### src/rtl/core/copy_text_byte_escaper_unit_assert.svh
// Assertion macros for the byte escaper unit.
// Used by the top level only; needs nothing else.
`ifndef COPY_TEXT_BYTE_ESCAPER_UNIT_ASSERT_SVH
`define COPY_TEXT_BYTE_ESCAPER_UNIT_ASSERT_SVH

// Same-cycle implication, disabled during reset
`define CTE_ASSERT_NOW(lbl, clk, rst, ante, cons, msg) \
   lbl: assert property (@(posedge clk) disable iff (rst) (ante) |-> (cons)) \
      else $error(msg);

// Next-cycle implication, disabled during reset
`define CTE_ASSERT_NEXT(lbl, clk, rst, ante, cons, msg) \
   lbl: assert property (@(posedge clk) disable iff (rst) (ante) |=> (cons)) \
      else $error(msg);

`endif

### src/rtl/core/cte_pkg.sv
// Shared types, character constants and helper functions for the byte escaper.
// No dependencies; imported by every module of the unit.
package cte_pkg;

   // Queue between front and back
   localparam int QUEUE_DEPTH = 2;
   localparam int QPTR_W      = $clog2(QUEUE_DEPTH);
   localparam int QCNT_W      = $clog2(QUEUE_DEPTH + 1);

   // Widest escape is five characters
   localparam int IDX_W = 3;

   // ASCII characters used by the escapes
   localparam logic [7:0] CHAR_BSLASH  = 8'h5c;
   localparam logic [7:0] CHAR_QUOTE   = 8'h27;
   localparam logic [7:0] CHAR_NL      = 8'h0a;
   localparam logic [7:0] CHAR_CR      = 8'h0d;
   localparam logic [7:0] CHAR_TAB     = 8'h09;
   localparam logic [7:0] CHAR_ZERO    = 8'h30;
   localparam logic [7:0] CHAR_LOWER_A = 8'h61;
   localparam logic [7:0] CHAR_LOWER_N = 8'h6e;
   localparam logic [7:0] CHAR_LOWER_R = 8'h72;
   localparam logic [7:0] CHAR_LOWER_T = 8'h74;
   localparam logic [7:0] CHAR_LOWER_X = 8'h78;
   localparam logic [7:0] PRINT_LOW    = 8'h20;
   localparam logic [7:0] PRINT_HIGH   = 8'h7e;

   // Escape mode register values
   localparam logic MODE_TEXT   = 1'b0;
   localparam logic MODE_BINARY = 1'b1;

   // Escape form chosen by the front
   typedef enum logic [1:0] {
      KIND_PASS  = 2'd0,   // byte as is
      KIND_TEXT2 = 2'd1,   // backslash plus letter
      KIND_HEX4  = 2'd2,   // backslash, x, two hex digits
      KIND_OCT5  = 2'd3    // two backslashes, three octal digits
   } kind_type;

   // One classified byte waiting to be expanded
   typedef struct packed {
      logic [7:0]       data_byte;
      logic             last_in;
      kind_type         kind;
      logic [IDX_W-1:0] final_idx;
   } desc_type;

   // Queue head as seen by the back
   typedef struct packed {
      logic     valid;
      desc_type data;
   } qhead_type;

   // Lowercase hex digit of a nibble
   function automatic logic [7:0] hex_char(input logic [3:0] nib);
      logic [7:0] wide;
      wide = {4'b0000, nib};
      if (nib < 4'd10) begin
         return CHAR_ZERO + wide;
      end else begin
         return CHAR_LOWER_A + wide - 8'd10;
      end
   endfunction

   // Octal digit of up to three bits
   function automatic logic [7:0] oct_char(input logic [2:0] digit);
      return CHAR_ZERO + {5'b00000, digit};
   endfunction

   // Letter that follows the backslash in a two-character text escape
   function automatic logic [7:0] text_letter(input logic [7:0] c);
      logic [7:0] res;
      case (c)
         CHAR_NL:  res = CHAR_LOWER_N;
         CHAR_CR:  res = CHAR_LOWER_R;
         CHAR_TAB: res = CHAR_LOWER_T;
         default:  res = CHAR_BSLASH;
      endcase
      return res;
   endfunction

   // Character at position idx of the escape of one descriptor
   function automatic logic [7:0] escape_char(input desc_type d,
                                              input logic [IDX_W-1:0] idx);
      logic [7:0] res;
      res = d.data_byte;
      case (d.kind)
         KIND_PASS: res = d.data_byte;
         KIND_TEXT2: begin
            res = (idx == '0) ? CHAR_BSLASH : text_letter(d.data_byte);
         end
         KIND_HEX4: begin
            case (idx)
               3'd0:    res = CHAR_BSLASH;
               3'd1:    res = CHAR_LOWER_X;
               3'd2:    res = hex_char(d.data_byte[7:4]);
               default: res = hex_char(d.data_byte[3:0]);
            endcase
         end
         KIND_OCT5: begin
            case (idx)
               3'd0, 3'd1: res = CHAR_BSLASH;
               3'd2:       res = oct_char({1'b0, d.data_byte[7:6]});
               3'd3:       res = oct_char(d.data_byte[5:3]);
               default:    res = oct_char(d.data_byte[2:0]);
            endcase
         end
         default: res = d.data_byte;
      endcase
      return res;
   endfunction

endpackage

### src/rtl/core/cte_front.sv
// Front of the byte escaper: holds the mode register, accepts input beats
// and classifies each byte into an escape form. Depends on cte_pkg.
module cte_front
   import cte_pkg::*;
(
   input  logic     clock,
   input  logic     reset,
   input  logic     csr_wr_en,
   input  logic     csr_wr_data,
   input  logic     req_valid,
   output logic     req_stall,
   input  logic [7:0] req_data_byte,
   input  logic     req_last_in,
   input  logic     q_full,
   output logic     push,
   output desc_type push_data
);

   logic mode_ff;
   logic mode_in;
   logic printable;
   logic text_special;
   logic bin_escape;

   // Update the mode register on a write
   assign mode_in = csr_wr_en ? csr_wr_data : mode_ff;

   always_ff @(posedge clock) begin
      if (reset) begin
         mode_ff <= MODE_TEXT;
      end else begin
         mode_ff <= mode_in;
      end
   end

   // Stall while the queue has no room
   assign req_stall = q_full;
   assign push      = req_valid && !q_full;

   // Classify the byte
   assign printable    = (req_data_byte >= PRINT_LOW) && (req_data_byte <= PRINT_HIGH);
   assign text_special = (req_data_byte == CHAR_BSLASH) || (req_data_byte == CHAR_NL) ||
                         (req_data_byte == CHAR_CR) || (req_data_byte == CHAR_TAB);
   assign bin_escape   = !printable || (req_data_byte == CHAR_BSLASH) ||
                         (req_data_byte == CHAR_QUOTE);

   always_comb begin
      push_data.data_byte = req_data_byte;
      push_data.last_in   = req_last_in;
      push_data.kind      = KIND_PASS;
      push_data.final_idx = 3'd0;
      if (mode_ff == MODE_BINARY) begin
         if (bin_escape) begin
            push_data.kind      = KIND_OCT5;
            push_data.final_idx = 3'd4;
         end
      end else if (text_special) begin
         push_data.kind      = KIND_TEXT2;
         push_data.final_idx = 3'd1;
      end else if (!printable) begin
         push_data.kind      = KIND_HEX4;
         push_data.final_idx = 3'd3;
      end
   end

endmodule

### src/rtl/core/cte_queue.sv
// Short FIFO of classified bytes between front and back.
// Depends on cte_pkg for the descriptor type and depth.
module cte_queue
   import cte_pkg::*;
(
   input  logic      clock,
   input  logic      reset,
   input  logic      push,
   input  desc_type  push_data,
   input  logic      pop,
   output logic      full,
   output qhead_type head
);

   desc_type            entry_ff [QUEUE_DEPTH];
   logic [QPTR_W-1:0]   wr_ptr_ff;
   logic [QPTR_W-1:0]   wr_ptr_in;
   logic [QPTR_W-1:0]   rd_ptr_ff;
   logic [QPTR_W-1:0]   rd_ptr_in;
   logic [QCNT_W-1:0]   count_ff;
   logic [QCNT_W-1:0]   count_in;

   assign full       = (count_ff == QCNT_W'(QUEUE_DEPTH));
   assign head.valid = (count_ff != '0);
   assign head.data  = entry_ff[rd_ptr_ff];

   // Advance pointers, wrapping at the depth
   always_comb begin
      wr_ptr_in = wr_ptr_ff;
      rd_ptr_in = rd_ptr_ff;
      count_in  = count_ff;
      if (push) begin
         wr_ptr_in = (wr_ptr_ff == QPTR_W'(QUEUE_DEPTH - 1)) ? '0 : wr_ptr_ff + 1'b1;
      end
      if (pop) begin
         rd_ptr_in = (rd_ptr_ff == QPTR_W'(QUEUE_DEPTH - 1)) ? '0 : rd_ptr_ff + 1'b1;
      end
      if (push && !pop) begin
         count_in = count_ff + 1'b1;
      end else if (pop && !push) begin
         count_in = count_ff - 1'b1;
      end
   end

   always_ff @(posedge clock) begin
      if (reset) begin
         wr_ptr_ff <= '0;
         rd_ptr_ff <= '0;
         count_ff  <= '0;
      end else begin
         wr_ptr_ff <= wr_ptr_in;
         rd_ptr_ff <= rd_ptr_in;
         count_ff  <= count_in;
      end
   end

   // Store the pushed beat
   always_ff @(posedge clock) begin
      if (push) begin
         entry_ff[wr_ptr_ff] <= push_data;
      end
   end

endmodule

### src/rtl/core/cte_back.sv
// Back of the byte escaper: takes descriptors from the queue and plays out
// their escaped characters one beat at a time. Depends on cte_pkg.
module cte_back
   import cte_pkg::*;
(
   input  logic       clock,
   input  logic       reset,
   input  qhead_type  head,
   output logic       pop,
   output logic       rsp_valid,
   input  logic       rsp_stall,
   output logic [7:0] rsp_out_char,
   output logic       rsp_out_last,
   output logic       rsp_value_end
);

   desc_type         cur_ff;
   desc_type         cur_in;
   logic             cur_valid_ff;
   logic             cur_valid_in;
   logic [IDX_W-1:0] idx_ff;
   logic [IDX_W-1:0] idx_in;
   logic             at_final;
   logic             taken;
   logic             load;

   assign at_final = (idx_ff == cur_ff.final_idx);
   assign taken    = cur_valid_ff && !rsp_stall;

   // Load the next descriptor when empty or on the last character of this one
   assign load = !cur_valid_ff || (taken && at_final);
   assign pop  = load && head.valid;

   always_comb begin
      cur_valid_in = cur_valid_ff;
      cur_in       = cur_ff;
      idx_in       = idx_ff;
      if (load) begin
         cur_valid_in = head.valid;
         cur_in       = head.data;
         idx_in       = '0;
      end else if (taken) begin
         idx_in = idx_ff + 1'b1;
      end
   end

   always_ff @(posedge clock) begin
      if (reset) begin
         cur_valid_ff <= 1'b0;
         idx_ff       <= '0;
      end else begin
         cur_valid_ff <= cur_valid_in;
         idx_ff       <= idx_in;
      end
   end

   always_ff @(posedge clock) begin
      cur_ff <= cur_in;
   end

   // Drive the result beat from the held descriptor and position
   assign rsp_valid     = cur_valid_ff;
   assign rsp_out_char  = escape_char(cur_ff, idx_ff);
   assign rsp_out_last  = at_final;
   assign rsp_value_end = at_final && cur_ff.last_in;

endmodule

### src/rtl/core/copy_text_byte_escaper_unit.sv
// Byte escaper for bulk-load text streams, top level.
// Input channel req_*: one raw byte (req_data_byte) and a last-of-value flag
// per beat, with req_valid / req_stall. Result channel rsp_*: one escaped
// character per beat, rsp_out_last on the final character of each byte,
// rsp_value_end on the final character of a byte that came with last set.
// csr_wr_en / csr_wr_data write the escape mode: 0 text escaping (one, two
// or four characters per byte), 1 binary octal escaping (one or five).
// A taken beat is written into the queue, then loaded into the back end's
// descriptor register, which drives its characters. The result side gives
// one character per cycle while the receiver does not stall; a byte has 1
// to 5 escaped characters, stepped by the back end's index. Plain bytes flow
// at one per cycle without stalls. A two-entry queue lets the input take a
// byte while a result beat is held; req_stall rises only when it is full.
// When the receiver stalls, the current character holds and the queue fills,
// then the input stalls. Reset clears the queue, the back end and the mode
// register (text mode); change the mode only while the unit is idle.
// Depends on cte_pkg, cte_front, cte_queue, cte_back and the assert header.
`include "copy_text_byte_escaper_unit_assert.svh"

module copy_text_byte_escaper_unit
   import cte_pkg::*;
(
   input  logic       clock,
   input  logic       reset,
   input  logic       csr_wr_en,
   input  logic       csr_wr_data,
   input  logic       req_valid,
   output logic       req_stall,
   input  logic [7:0] req_data_byte,
   input  logic       req_last_in,
   output logic       rsp_valid,
   input  logic       rsp_stall,
   output logic [7:0] rsp_out_char,
   output logic       rsp_out_last,
   output logic       rsp_value_end
);

   logic      push;
   desc_type  push_data;
   logic      pop;
   logic      q_full;
   qhead_type head;

   // Accept and classify
   cte_front u_front (
      .clock        (clock),
      .reset        (reset),
      .csr_wr_en    (csr_wr_en),
      .csr_wr_data  (csr_wr_data),
      .req_valid    (req_valid),
      .req_stall    (req_stall),
      .req_data_byte(req_data_byte),
      .req_last_in  (req_last_in),
      .q_full       (q_full),
      .push         (push),
      .push_data    (push_data)
   );

   // Decouple front from back
   cte_queue u_queue (
      .clock    (clock),
      .reset    (reset),
      .push     (push),
      .push_data(push_data),
      .pop      (pop),
      .full     (q_full),
      .head     (head)
   );

   // Expand into characters
   cte_back u_back (
      .clock        (clock),
      .reset        (reset),
      .head         (head),
      .pop          (pop),
      .rsp_valid    (rsp_valid),
      .rsp_stall    (rsp_stall),
      .rsp_out_char (rsp_out_char),
      .rsp_out_last (rsp_out_last),
      .rsp_value_end(rsp_value_end)
   );

   // Value end only on a byte's final character
   `CTE_ASSERT_NOW(a_end_is_last, clock, reset, rsp_valid && rsp_value_end, rsp_out_last, "value end without byte end")

   // A byte in mid escape keeps producing characters
   `CTE_ASSERT_NEXT(a_escape_continues, clock, reset, rsp_valid && !rsp_stall && !rsp_out_last, rsp_valid, "escape sequence broken")

   // A queued byte follows its predecessor without a gap
   `CTE_ASSERT_NEXT(a_no_bubble, clock, reset, rsp_valid && !rsp_stall && rsp_out_last && head.valid, rsp_valid, "bubble with queued byte")

endmodule
### config.mk
export PLATFORM = sky130hd
export DESIGN_NAME = copy_text_byte_escaper_unit
export DESIGN_NICKNAME = d
export VERILOG_FILES = /design/src/rtl/core/cte_pkg.sv /design/src/rtl/core/cte_front.sv /design/src/rtl/core/cte_queue.sv /design/src/rtl/core/cte_back.sv /design/src/rtl/core/copy_text_byte_escaper_unit.sv
export VERILOG_INCLUDE_DIRS = /design/src /design/src/rtl/core
export SDC_FILE = /design/constraint.sdc
export NUM_CORES = 1
export LEC_CHECK = 0
export BUFFER_PORTS_ARGS = -buffer_cell sky130_fd_sc_hd__buf_2
export CAP_MARGIN = 20
export CORE_ASPECT_RATIO = 0.7
export CORE_MARGIN = 1.5
export CORE_UTILIZATION = 60
export DETAILED_ROUTE_END_ITERATION = 10
export GPL_TIMING_DRIVEN = 0
export HOLD_SLACK_MARGIN = 0.06
export PLACE_DENSITY = 0.9
export SLEW_MARGIN = 20
export SYNTH_ARGS = -nofsm -noshare
export SYNTH_HDL_FRONTEND = slang
export SYNTH_SLANG_ARGS = --single-unit
### constraint.sdc
create_clock -name clock -period 4.9 [get_ports clock]
set_input_delay 0.735 -clock clock [delete_from_list [all_inputs] [get_ports clock]]
set_output_delay 0.735 -clock clock [all_outputs]
set_load 0.005 [all_outputs]
# Word level (Yosys, flattened, before mapping)
# Memories as Yosys holds them, arrays and structs flattened. A register that Yosys moved wholly into a read port is not among the register bits.
# Index checks and enable logic that the tools add are counted.
# op_classes
mul	0
muxes	17
magnitude_cmp	4
div_mod_pow	0
reduce_logical	26
n_addsub	14
n_eq_ne	16
shift	0
n_bitwise	0
# op_table
cell	n
8-bit by 4-bit == test with 1-bit output (second input constant)	6
8-bit one-hot mux with 3 select lines	2
8-bit one-hot mux with 4 select lines	1
5-bit 2-to-1 mux	4
6-bit one-hot mux with 3 select lines	1
7-bit by 4-bit adder with 8-bit output (first input constant)	2
8-bit 2-to-1 mux	2
8-bit by 4-bit subtractor with 8-bit output (second input constant)	2
6-bit by 3-bit adder with 7-bit output (first input constant)	2
6-bit by 4-bit adder with 7-bit output (first input constant)	2
8-bit by 6-bit == test with 1-bit output (second input constant)	1
8-bit by 7-bit == test with 1-bit output (second input constant)	1
8-bit by 6-bit >= comparator with 1-bit output (second input constant)	1
8-bit by 7-bit less-or-equal comparator with 1-bit output (second input constant)	1
1-bit logical AND	8
4-bit less-than comparator (second input constant)	2
6-bit by 2-bit adder with 7-bit output (first input constant)	1
2-bit == test (second input constant)	3
3-bit by 2-bit == test with 1-bit output (second input constant)	2
1-bit logical NOT	6
1-bit logical OR	6
6-bit 2-to-1 mux	1
1-bit 2-to-1 mux	4
2-bit 2-to-1 mux	2
other kinds (11)	14
# totals
register_bits	9
n_memories	1
in_bits	15
mem_bits_ro	0
latch_bits	0
elab_cells	84
ramBits	28
output_inout_bits	12
# memory_table
memory	depth	width	read_ports	rd_clocked_by_memory_dff	wr	line_no	text
u_queue.entry_ff	2	14	1	1	1	cte_queue.sv:15	desc_type entry_ff [QUEUE_DEPTH];

# Depth between registers and ports, before layout
# Gate-level depths: netlist of run 1.
# logic_depth
depth_word	8
ltp_mapped	7
ltp_nobuf	7

# Cells and area by module
# A second synthesis of run 1 with hierarchy kept.
# hier_totals
hier_cells	249
area_unflattened_um2	2860.2
# by_module_without_submodules
module	area_each_um2	cells_each	instances	seq_area_each_um2
cte_back	1362.6	145	1	500.5
cte_queue	1216.2	65	1	940.9
cte_front	281.5	39	1	20.0

# Worst setup path before layout of run 1
# OpenSTA, ideal clock, no wires.
# synth_timing
path_type	input -> register
start	input rsp_stall
end	register u_queue.count_ff[1]
t_required_ps	4830
path_slack_ps	2371
setup_time_ps	70
path_stages	5
t_arrival_ps	2459
path_buffers	0
cell_sequence	o41ai_4 o21ai_2 ha_1 or3_1 a21oi_1
# synth_between
elab_chain_cells	8
elab_cells_between_ends	10
cone_classes	mux: 1; reduce/logical: 9
# synth_lines
item	line_no	text
from (decl)	copy_text_byte_escaper_unit.sv:32	input logic rsp_stall,
1-bit logical NOT *	cte_back.sv:28	assign taken = cur_valid_ff && !rsp_stall;
1-bit logical AND *	cte_back.sv:28	
1-bit logical AND *	cte_back.sv:31	assign load = !cur_valid_ff || (taken && at_final);
1-bit logical OR *	cte_back.sv:31	
1-bit logical AND *	cte_back.sv:32	assign pop = load && head.valid;
1-bit logical NOT	cte_queue.sv:38	if (push && !pop) begin
1-bit logical AND	cte_queue.sv:38	
2-bit 2-to-1 mux or 2-bit nonzero test (tied branches)	n/a	
to (signal assigned)	cte_queue.sv:53	count_ff <= count_in;
to (decl)	cte_queue.sv:20	logic [QCNT_W-1:0] count_ff;
# Every way passes the cells marked *; elsewhere a longest branch is shown, timed or not.
# A chain may end at the register's enable or synchronous reset.

# Worst setup path in the final report of run 1
# layout_timing
start	register u_back.idx_ff[0]
end	output rsp_out_char[0]
# layout_between
elab_chain_cells	4
elab_cells_between_ends	9
cone_classes	eq/ne: 3; mux: 4; reduce/logical: 2
# layout_lines
item	line_no	text
from (decl)	cte_back.sv:21	logic [IDX_W-1:0] idx_ff;
from (signal assigned)	cte_back.sv:53	idx_ff <= idx_in;
3-bit by 1-bit == test with 1-bit output or 3-bit logical NOT (tied branches)	cte_pkg.sv:93, cte_pkg.sv:101, cte_pkg.sv:90	
2-bit OR reduction	cte_pkg.sv:101	case (idx)
8-bit one-hot mux with 3 select lines	cte_pkg.sv:101	
8-bit one-hot mux with 4 select lines *	cte_pkg.sv:87	case (d.kind)
to (decl)	copy_text_byte_escaper_unit.sv:33	output logic [7:0] rsp_out_char,
# Marked as above.

==> flow_summary_export.csv, run 1 <==
group,metric,value,unit
yosys,synthTopCellsByArea,"edfxtp_1, dfxtp_1, mux2_2",
yosys,synth_top_area_share,46.88,%
power_and_ir_drop,p_sw,0.5647,mW
timing,slew_headroom,31.96,%
global_routing,grt.total_usage,22.02,%
global_routing,grt_pass1_wl,8383,um
yosys,synth_edf_count,42,
clock_tree,ctsLongestPathBuffers,2,
detailed_routing,drc,0,
cells_and_area,fillers,319,
clock_tree,path_clk_slew,0.09,ns
floorplan,fp.dieArea,0.004900,sq mm
power_and_ir_drop,swShare,35.24,%
floorplan,die_x,83.03,um
worst_setup_path,worstPathCellList,"inv_1 -> ha_1 -> nor3_1 -> nor2_1 -> o311ai_0 -> a32o_1 -> buf_2",
cells_and_area,utilization,69.36,%
clock_tree,cts_sinks,51,
detailed_routing,ant_nets,0,
yosys,yosys.area.top_type,"edfxtp_1",
timing,drv_slew,0,
timing,max_clock_freq,327.0,MHz
flow_run,drv_cap,0,
worst_setup_path,critPathKind,"flop to primary output",
power_and_ir_drop,power_density,533.6,mW/mm^2
power_and_ir_drop,ir_drop,0.0003326,V
floorplan,dieHeight,59.02,um
worst_setup_path,slowest_stage,"dfxtp_1",
clock_tree,cts_root_buf,"clkbuf_8",
yosys,synth.yosys.seq_area_share,53.58,%
yosys,synth_fp_nets,259,
yosys,ys_warn_count,0,
global_routing,grt_pass1_vias,1766,
power_and_ir_drop,power_leakage,1.142,nW
timing,max_slew.worst_pin.slew,1.017,ns
yosys,synthFlopType,"edfxtp_1",
timing,min_period_over_period,62.41,%
power_and_ir_drop,p_seq_share,42.6,%
global_routing,antenna_found_initial,0,
clock_tree,htree_levels,2,
cells_and_area,drive_gt1_share,21.35,%
detailed_routing,routedWlPerCell,16.14,um
timing,fin_setup_tns,0,ns
timing,setup_viol_count_final,0,
clock_tree,numCtsBuffers,5,
power_and_ir_drop,p_clk_share,18.0,%
clock_tree,post_cts_buffers,0,
worst_hold_path,hold_path.class,"flop to flop",
yosys,syn-instance-count,233,
timing,timing.final.crit_period,3.058,ns
floorplan,start_util,62.14,%
clock_tree,worstSkewPairLatency,0.30,ns
floorplan,io_pins,27,
yosys,ys_ff_latch,51,
placed_design,port_buffers,26,
global_routing,grt_overflow,0,
yosys,synthDistinctLibCells,53,
power_and_ir_drop,intPower,1.038,mW
cells_and_area,syn2layout_area_growth,11.63,%
cells_and_area,diodes,0,
placed_design,place_congestion,0.9006,
timing,hold_viol,0,
worst_setup_path,crit_required,4.16,ns
cells_and_area,fin_nets,292,
worst_setup_path,endpoint_kind,"primary output",
global_routing,grt_max_degree,17,
worst_setup_path,arrival,2.32,ns
detailed_routing,wl,5197,um
worst_setup_path,cp-start-kind,"flop",
cells_and_area,layout_common_cells,"edfxtp_1, buf_2, nor2_1",
yosys,avgSynthCellArea,11.55,sq um
outcome,outcome,"completed",
power_and_ir_drop,pwr-share-comb,39.5,%
detailed_routing,vias,1931,
placed_design,dp_hpwl,3674,um
cells_and_area,final_common_cell,"edfxtp_1",
worst_setup_path,crit_fanout,6,
detailed_routing,drtIter0Drc,107,
timing,rsz0062_at_grt,"false",
detailed_routing,vias_per_cell,5.997,
yosys,synth-async-reset-ratio,0,%
clock_tree,tritoncts,"built",
floorplan,core-area,0.004329,sq mm
floorplan,rows,20,
clock_tree,postCtsHoldBufs,0,
clock_tree,cts_resized,0,
yosys,synth_area,0.002690,sq mm
worst_setup_path,critPathMaxStageDelay,0.44,ns
detailed_routing,drt_first_pass_iters,4,
timing,skew,0.01369,ns
final timing paths:
| check | start | endpoint | slack (ns) | cells past startpoint |
|---|---|---|---|---|
| hold reg to reg | u_back.idx_ff[0] | u_back.idx_ff[0] | 0.55 | 2 |
| setup / recovery | u_back.idx_ff[0] | rsp_out_char[0] | 1.84 | 7 |
| hold / removal | u_back.idx_ff[0] | u_back.idx_ff[0] | 0.55 | 2 |
| setup reg to reg | u_back.idx_ff[1] | u_queue.count_ff[1] | 2.25 | 7 |
layout make-up:
type | count | area [sq um] | share of cell area (%)
sequential | 51 | 1441 | 48.00
multi-input combinational | 163 | 1175 | 39.13
timing repair buffer | 26 | 130.1 | 4.333
clock buffer | 6 | 72.57 | 2.417
tap | 55 | 68.82 | 2.292
clock inverter | 2 | 38.79 | 1.292
buffer | 9 | 38.79 | 1.292
inverter | 10 | 37.54 | 1.250
registers in the layout, indices dropped and copies added, names as in the netlist:
register	cells
u_queue.wr_ptr_ff	1
u_back.idx_ff	3
u_back.rsp_valid	1
u_queue.entry_ff	28
u_back.cur_ff	14
u_front.mode_ff	1
u_queue.rd_ptr_ff	1
u_queue.count_ff	2
cell usage after synthesis, drive strengths merged (3+ instances only):
library cell and count:
nand2 13, nor2 17, clkbuf 5, o21ai 13, or3 3, a21oi 11
ha 11, a22oi 4, and2 4, xor2 6, a211oi 3, nor2b 11
dfxtp 9, nand2b 5, mux2 15, nor3 6, buf 4, edfxtp 42
o22ai 3, inv 10
critical path: cells and delay by family (launching register included):
| kind | cells | cell delay (ns) |
|---|---|---|
| compound gates | 2 | 0.54 |
| flops | 1 | 0.44 |
| fa+ha+maj | 1 | 0.28 |
| buf+inv | 2 | 0.21 |
| simple gates | 2 | 0.55 |
per-stage QoR:
step	cell area, sq um	hold WS, ns	instances	power [mW]	setup slack [ns]
after floorplan	2690	0.4916	233	1.121	2.371
after global placement	2889	0.5090	314	1.279	2.044
after detailed placement	2889	0.5314	314	1.310	1.931
after CTS	3000	0.5575	322	1.601	1.812
after global routing	3003	0.5705	322	1.702	1.594
final	3003	0.5510	322	1.602	1.842
cell families (layout without fill, tap and decap cells):
kind of cell	count (synthesis)	in the layout	synth area share, %
buf+inv	19	53	2.837
flops	51	51	53.58
simple gates	72	72	14.23
mux	16	16	6.791
xor+xnor	8	8	2.605
fa+ha+maj	11	11	5.116
compound gates	56	56	14.84
routing by layer:
layer  wire (um)  global-route usage (%)  part of all wire [%]  vias up
met4          71                   6.429                   1.4        0
met1        2344                   29.42                    45      915
met2        2531                   38.10                    49       64
met5           0                       0                     0        -
li1            -                       -                     -      946
met3         250                   3.760                   4.8        6
power groups by stage:
stage / logic (mW) / clock network [mW] / registers, mW
3_5_place_dp: 0.620 / 0 / 0.690
3_3_place_gp: 0.598 / 0 / 0.681
4_1_cts: 0.629 / 0.292 / 0.681
2_1_floorplan: 0.455 / 0 / 0.666
6_report: 0.633 / 0.288 / 0.682
5_1_grt: 0.698 / 0.310 / 0.693
Note: power is estimated with default switching activity, not from simulation.
==> run 2: changes to the inputs <==
--- a/config.mk
+++ b/config.mk
@@ -10,11 +10,11 @@
 export CAP_MARGIN = 20
 export CORE_ASPECT_RATIO = 0.7
 export CORE_MARGIN = 1.5
-export CORE_UTILIZATION = 60
+export CORE_UTILIZATION = 58
 export DETAILED_ROUTE_END_ITERATION = 10
 export GPL_TIMING_DRIVEN = 0
 export HOLD_SLACK_MARGIN = 0.06
-export PLACE_DENSITY = 0.9
+export PLACE_DENSITY = 0.88
 export SLEW_MARGIN = 20
 export SYNTH_ARGS = -nofsm -noshare
 export SYNTH_HDL_FRONTEND = slang
==> constraint.sdc (replaced) <==
create_clock -name clock -period 2.85 [get_ports clock]
set_input_delay 0.4275 -clock clock [delete_from_list [all_inputs] [get_ports clock]]
set_output_delay 0.4275 -clock clock [all_outputs]
set_load 0.005 [all_outputs]
==> flow_summary_export.csv, run 2 (synthesis gave the netlist of run 1 again) <==
group,metric,value,unit
placed_design,dp.cells,315,
clock_tree,htree_levels,2,
global_routing,grt_pass1_vias,1845,
detailed_routing,vias,1993,
detailed_routing,drt_first_pass_iters,4,
placed_design,port_buffers,26,
worst_hold_path,min_path_cells,1,
floorplan,dieHeight,59.98,um
timing,timing.final.crit_period,2.645,ns
clock_tree,path_clk_slew,0.09,ns
global_routing,grt.total_usage,23.75,%
cells_and_area,top_regs,"u_queue.entry_ff: 28 flops, u_back.cur_ff: 14 flops, u_back.idx_ff: 3 flops",
cells_and_area,final_cells,329,
cells_and_area,diodes,0,
floorplan,die_x,84.40,um
detailed_routing,routedWlPerCell,17.09,um
clock_tree,cts_root_buf,"clkbuf_8",
cells_and_area,largest_reg_flops,28,
timing,skew,0.004867,ns
worst_setup_path,critPathKind,"flop to primary output",
cells_and_area,largest-register,"u_queue.entry_ff",
worst_setup_path,cp-start-kind,"flop",
cells_and_area,final_common_cell,"edfxtp_1",
global_routing,grt_overflow,0,
worst_hold_path,min_to,"u_queue.entry_ff[1][5]",
worst_hold_path,hold_path.class,"primary input to flop",
clock_tree,cts_sinks,51,
outcome,outcome,"completed",
timing,setup_viol_count_final,0,
timing,drv_slew,0,
cells_and_area,drive_gt1_share,23.36,%
worst_hold_path,hp-start,"req_last_in",
clock_tree,numCtsBuffers,5,
clock_tree,postCtsHoldBufs,0,
worst_setup_path,rr_endpoint,"u_queue.count_ff[1]",
detailed_routing,vias_per_cell,6.058,
worst_setup_path,r2r_start,"u_back.idx_ff[0]",
cells_and_area,layout_common_cells,"edfxtp_1, buf_2, nor2_1",
cells_and_area,syn2layout_area_growth,12.84,%
timing,min_period_over_period,92.80,%
worst_setup_path,endpoint_kind,"primary output",
placed_design,dp_hpwl,4140,um
timing,hold_viol,0,
timing,max_slew.worst_pin.slew,0.6800,ns
worst_setup_path,ff2ff_path_depth,8,
power_and_ir_drop,power_leakage,1.161,nW
timing,slew_headroom,54.66,%
floorplan,rows,20,
global_routing,antenna_found_initial,0,
clock_tree,ctsLongestPathBuffers,2,
power_and_ir_drop,power_density,904.1,mW/mm^2
flow_run,drv_cap,0,
detailed_routing,drtIter0Drc,90,
detailed_routing,ant_nets,0,
timing,fin_setup_tns,0,ns
worst_setup_path,crit_fanout,6,
floorplan,io_pins,27,
global_routing,grt_max_degree,17,
power_and_ir_drop,ir_drop,0.0005421,V
placed_design,place_congestion,0.9927,
detailed_routing,drc,0,
cells_and_area,fin_nets,299,
global_routing,grt_pass1_wl,8935,um
floorplan,fp.dieArea,0.005062,sq mm
floorplan,start_util,61.08,%
worst_setup_path,ff2ff_setup_slack,0.71,ns
timing,max_clock_freq,378.1,MHz
floorplan,core-area,0.004404,sq mm
worst_setup_path,arrival,2.22,ns
timing,rsz0062_at_grt,"false",
detailed_routing,wl,5622,um
worst_setup_path,crit_required,2.42,ns
clock_tree,worstSkewPairLatency,0.30,ns
clock_tree,tritoncts,"built",
## run 2: changes by cell type in the layout (fill, tap and decap cells not counted)
cell,before,now
nor3_2,0,1
bufinv_16,1,0
clkinvlp_4,0,1
nor3_1,6,5
nor2_2,1,0
nor2_1,16,17
buf_4,0,7
## run 2: where the power goes
part | total, mW | internal [mW] | switching, mW | leakage (nW)
registers | 1.17 | 1.05 | 0.124 | 0.479
clock network | 0.410 | 0.176 | 0.234 | 0.0418
logic | 1.16 | 0.517 | 0.647 | 0.640
## run 2: critical path, cell delays in order (launching register included)
cell and delay [ns]:
dfxtp_1 0.38, inv_1 0.11, ha_1 0.26, nor2b_1 0.43
o21ai_0 0.15, a221oi_1 0.29, o22ai_1 0.14, buf_2 0.15
## run 2: what timing repair did
action / CTS / global route
endpoints found under the setup margin: 0 / 2
resized for setup: 0 / 1
endpoints found under the hold margin: 0 / 0
setup buffers: 0 / 6
## run 2: worst max path at each step
| stage | to | from | cells past startpoint |
|---|---|---|---|
| final | rsp_out_char[2] | u_back.idx_ff[0] | 7 |
| after global routing | rsp_out_char[2] | u_back.idx_ff[0] | 7 |
| after CTS | rsp_out_char[0] | u_back.idx_ff[0] | 7 |
| after global placement | u_queue.count_ff[1] | rsp_stall | 6 |
| after floorplan | u_queue.count_ff[1] | u_back.cur_ff[1] | 6 |
| after detailed placement | u_queue.count_ff[1] | rsp_stall | 7 |
## run 2: final cells by class
type                       instances  area, sq um
sequential                        51         1441
timing repair buffer              33        182.7
buffer                             9        38.79
clock buffer                       6        72.57
tap                               55        68.82
inverter                          10        37.54
fill                             328         1369
multi-input combinational        163         1177
clock inverter                     2        16.27
## run 2: stage by stage
step | hold slack, ns | worst slack (ns) | power, mW | area, sq um | util [%]
after floorplan | 0.4916 | 0.5131 | 1.927 | 2690 | -
after global placement | 0.5079 | 0.2772 | 2.208 | 2889 | 65.60
after detailed placement | 0.5292 | 0.1370 | 2.291 | 2897 | 65.77
after CTS | 0.3199 | 0.1275 | 2.694 | 2985 | 67.78
after global routing | 0.3122 | 0.08480 | 2.926 | 3035 | 68.92
final | 0.3207 | 0.2052 | 2.744 | 3035 | 68.92
## run 2: per-layer routing
layer,up-vias,GRT usage (%),part of all wire [%],wire [um]
met5,-,0,0,0
met4,0,10.60,1.6,89
met3,12,4.558,6.0,336
met2,73,41.94,50,2808
met1,954,29.26,42,2387
li1,954,-,-,-
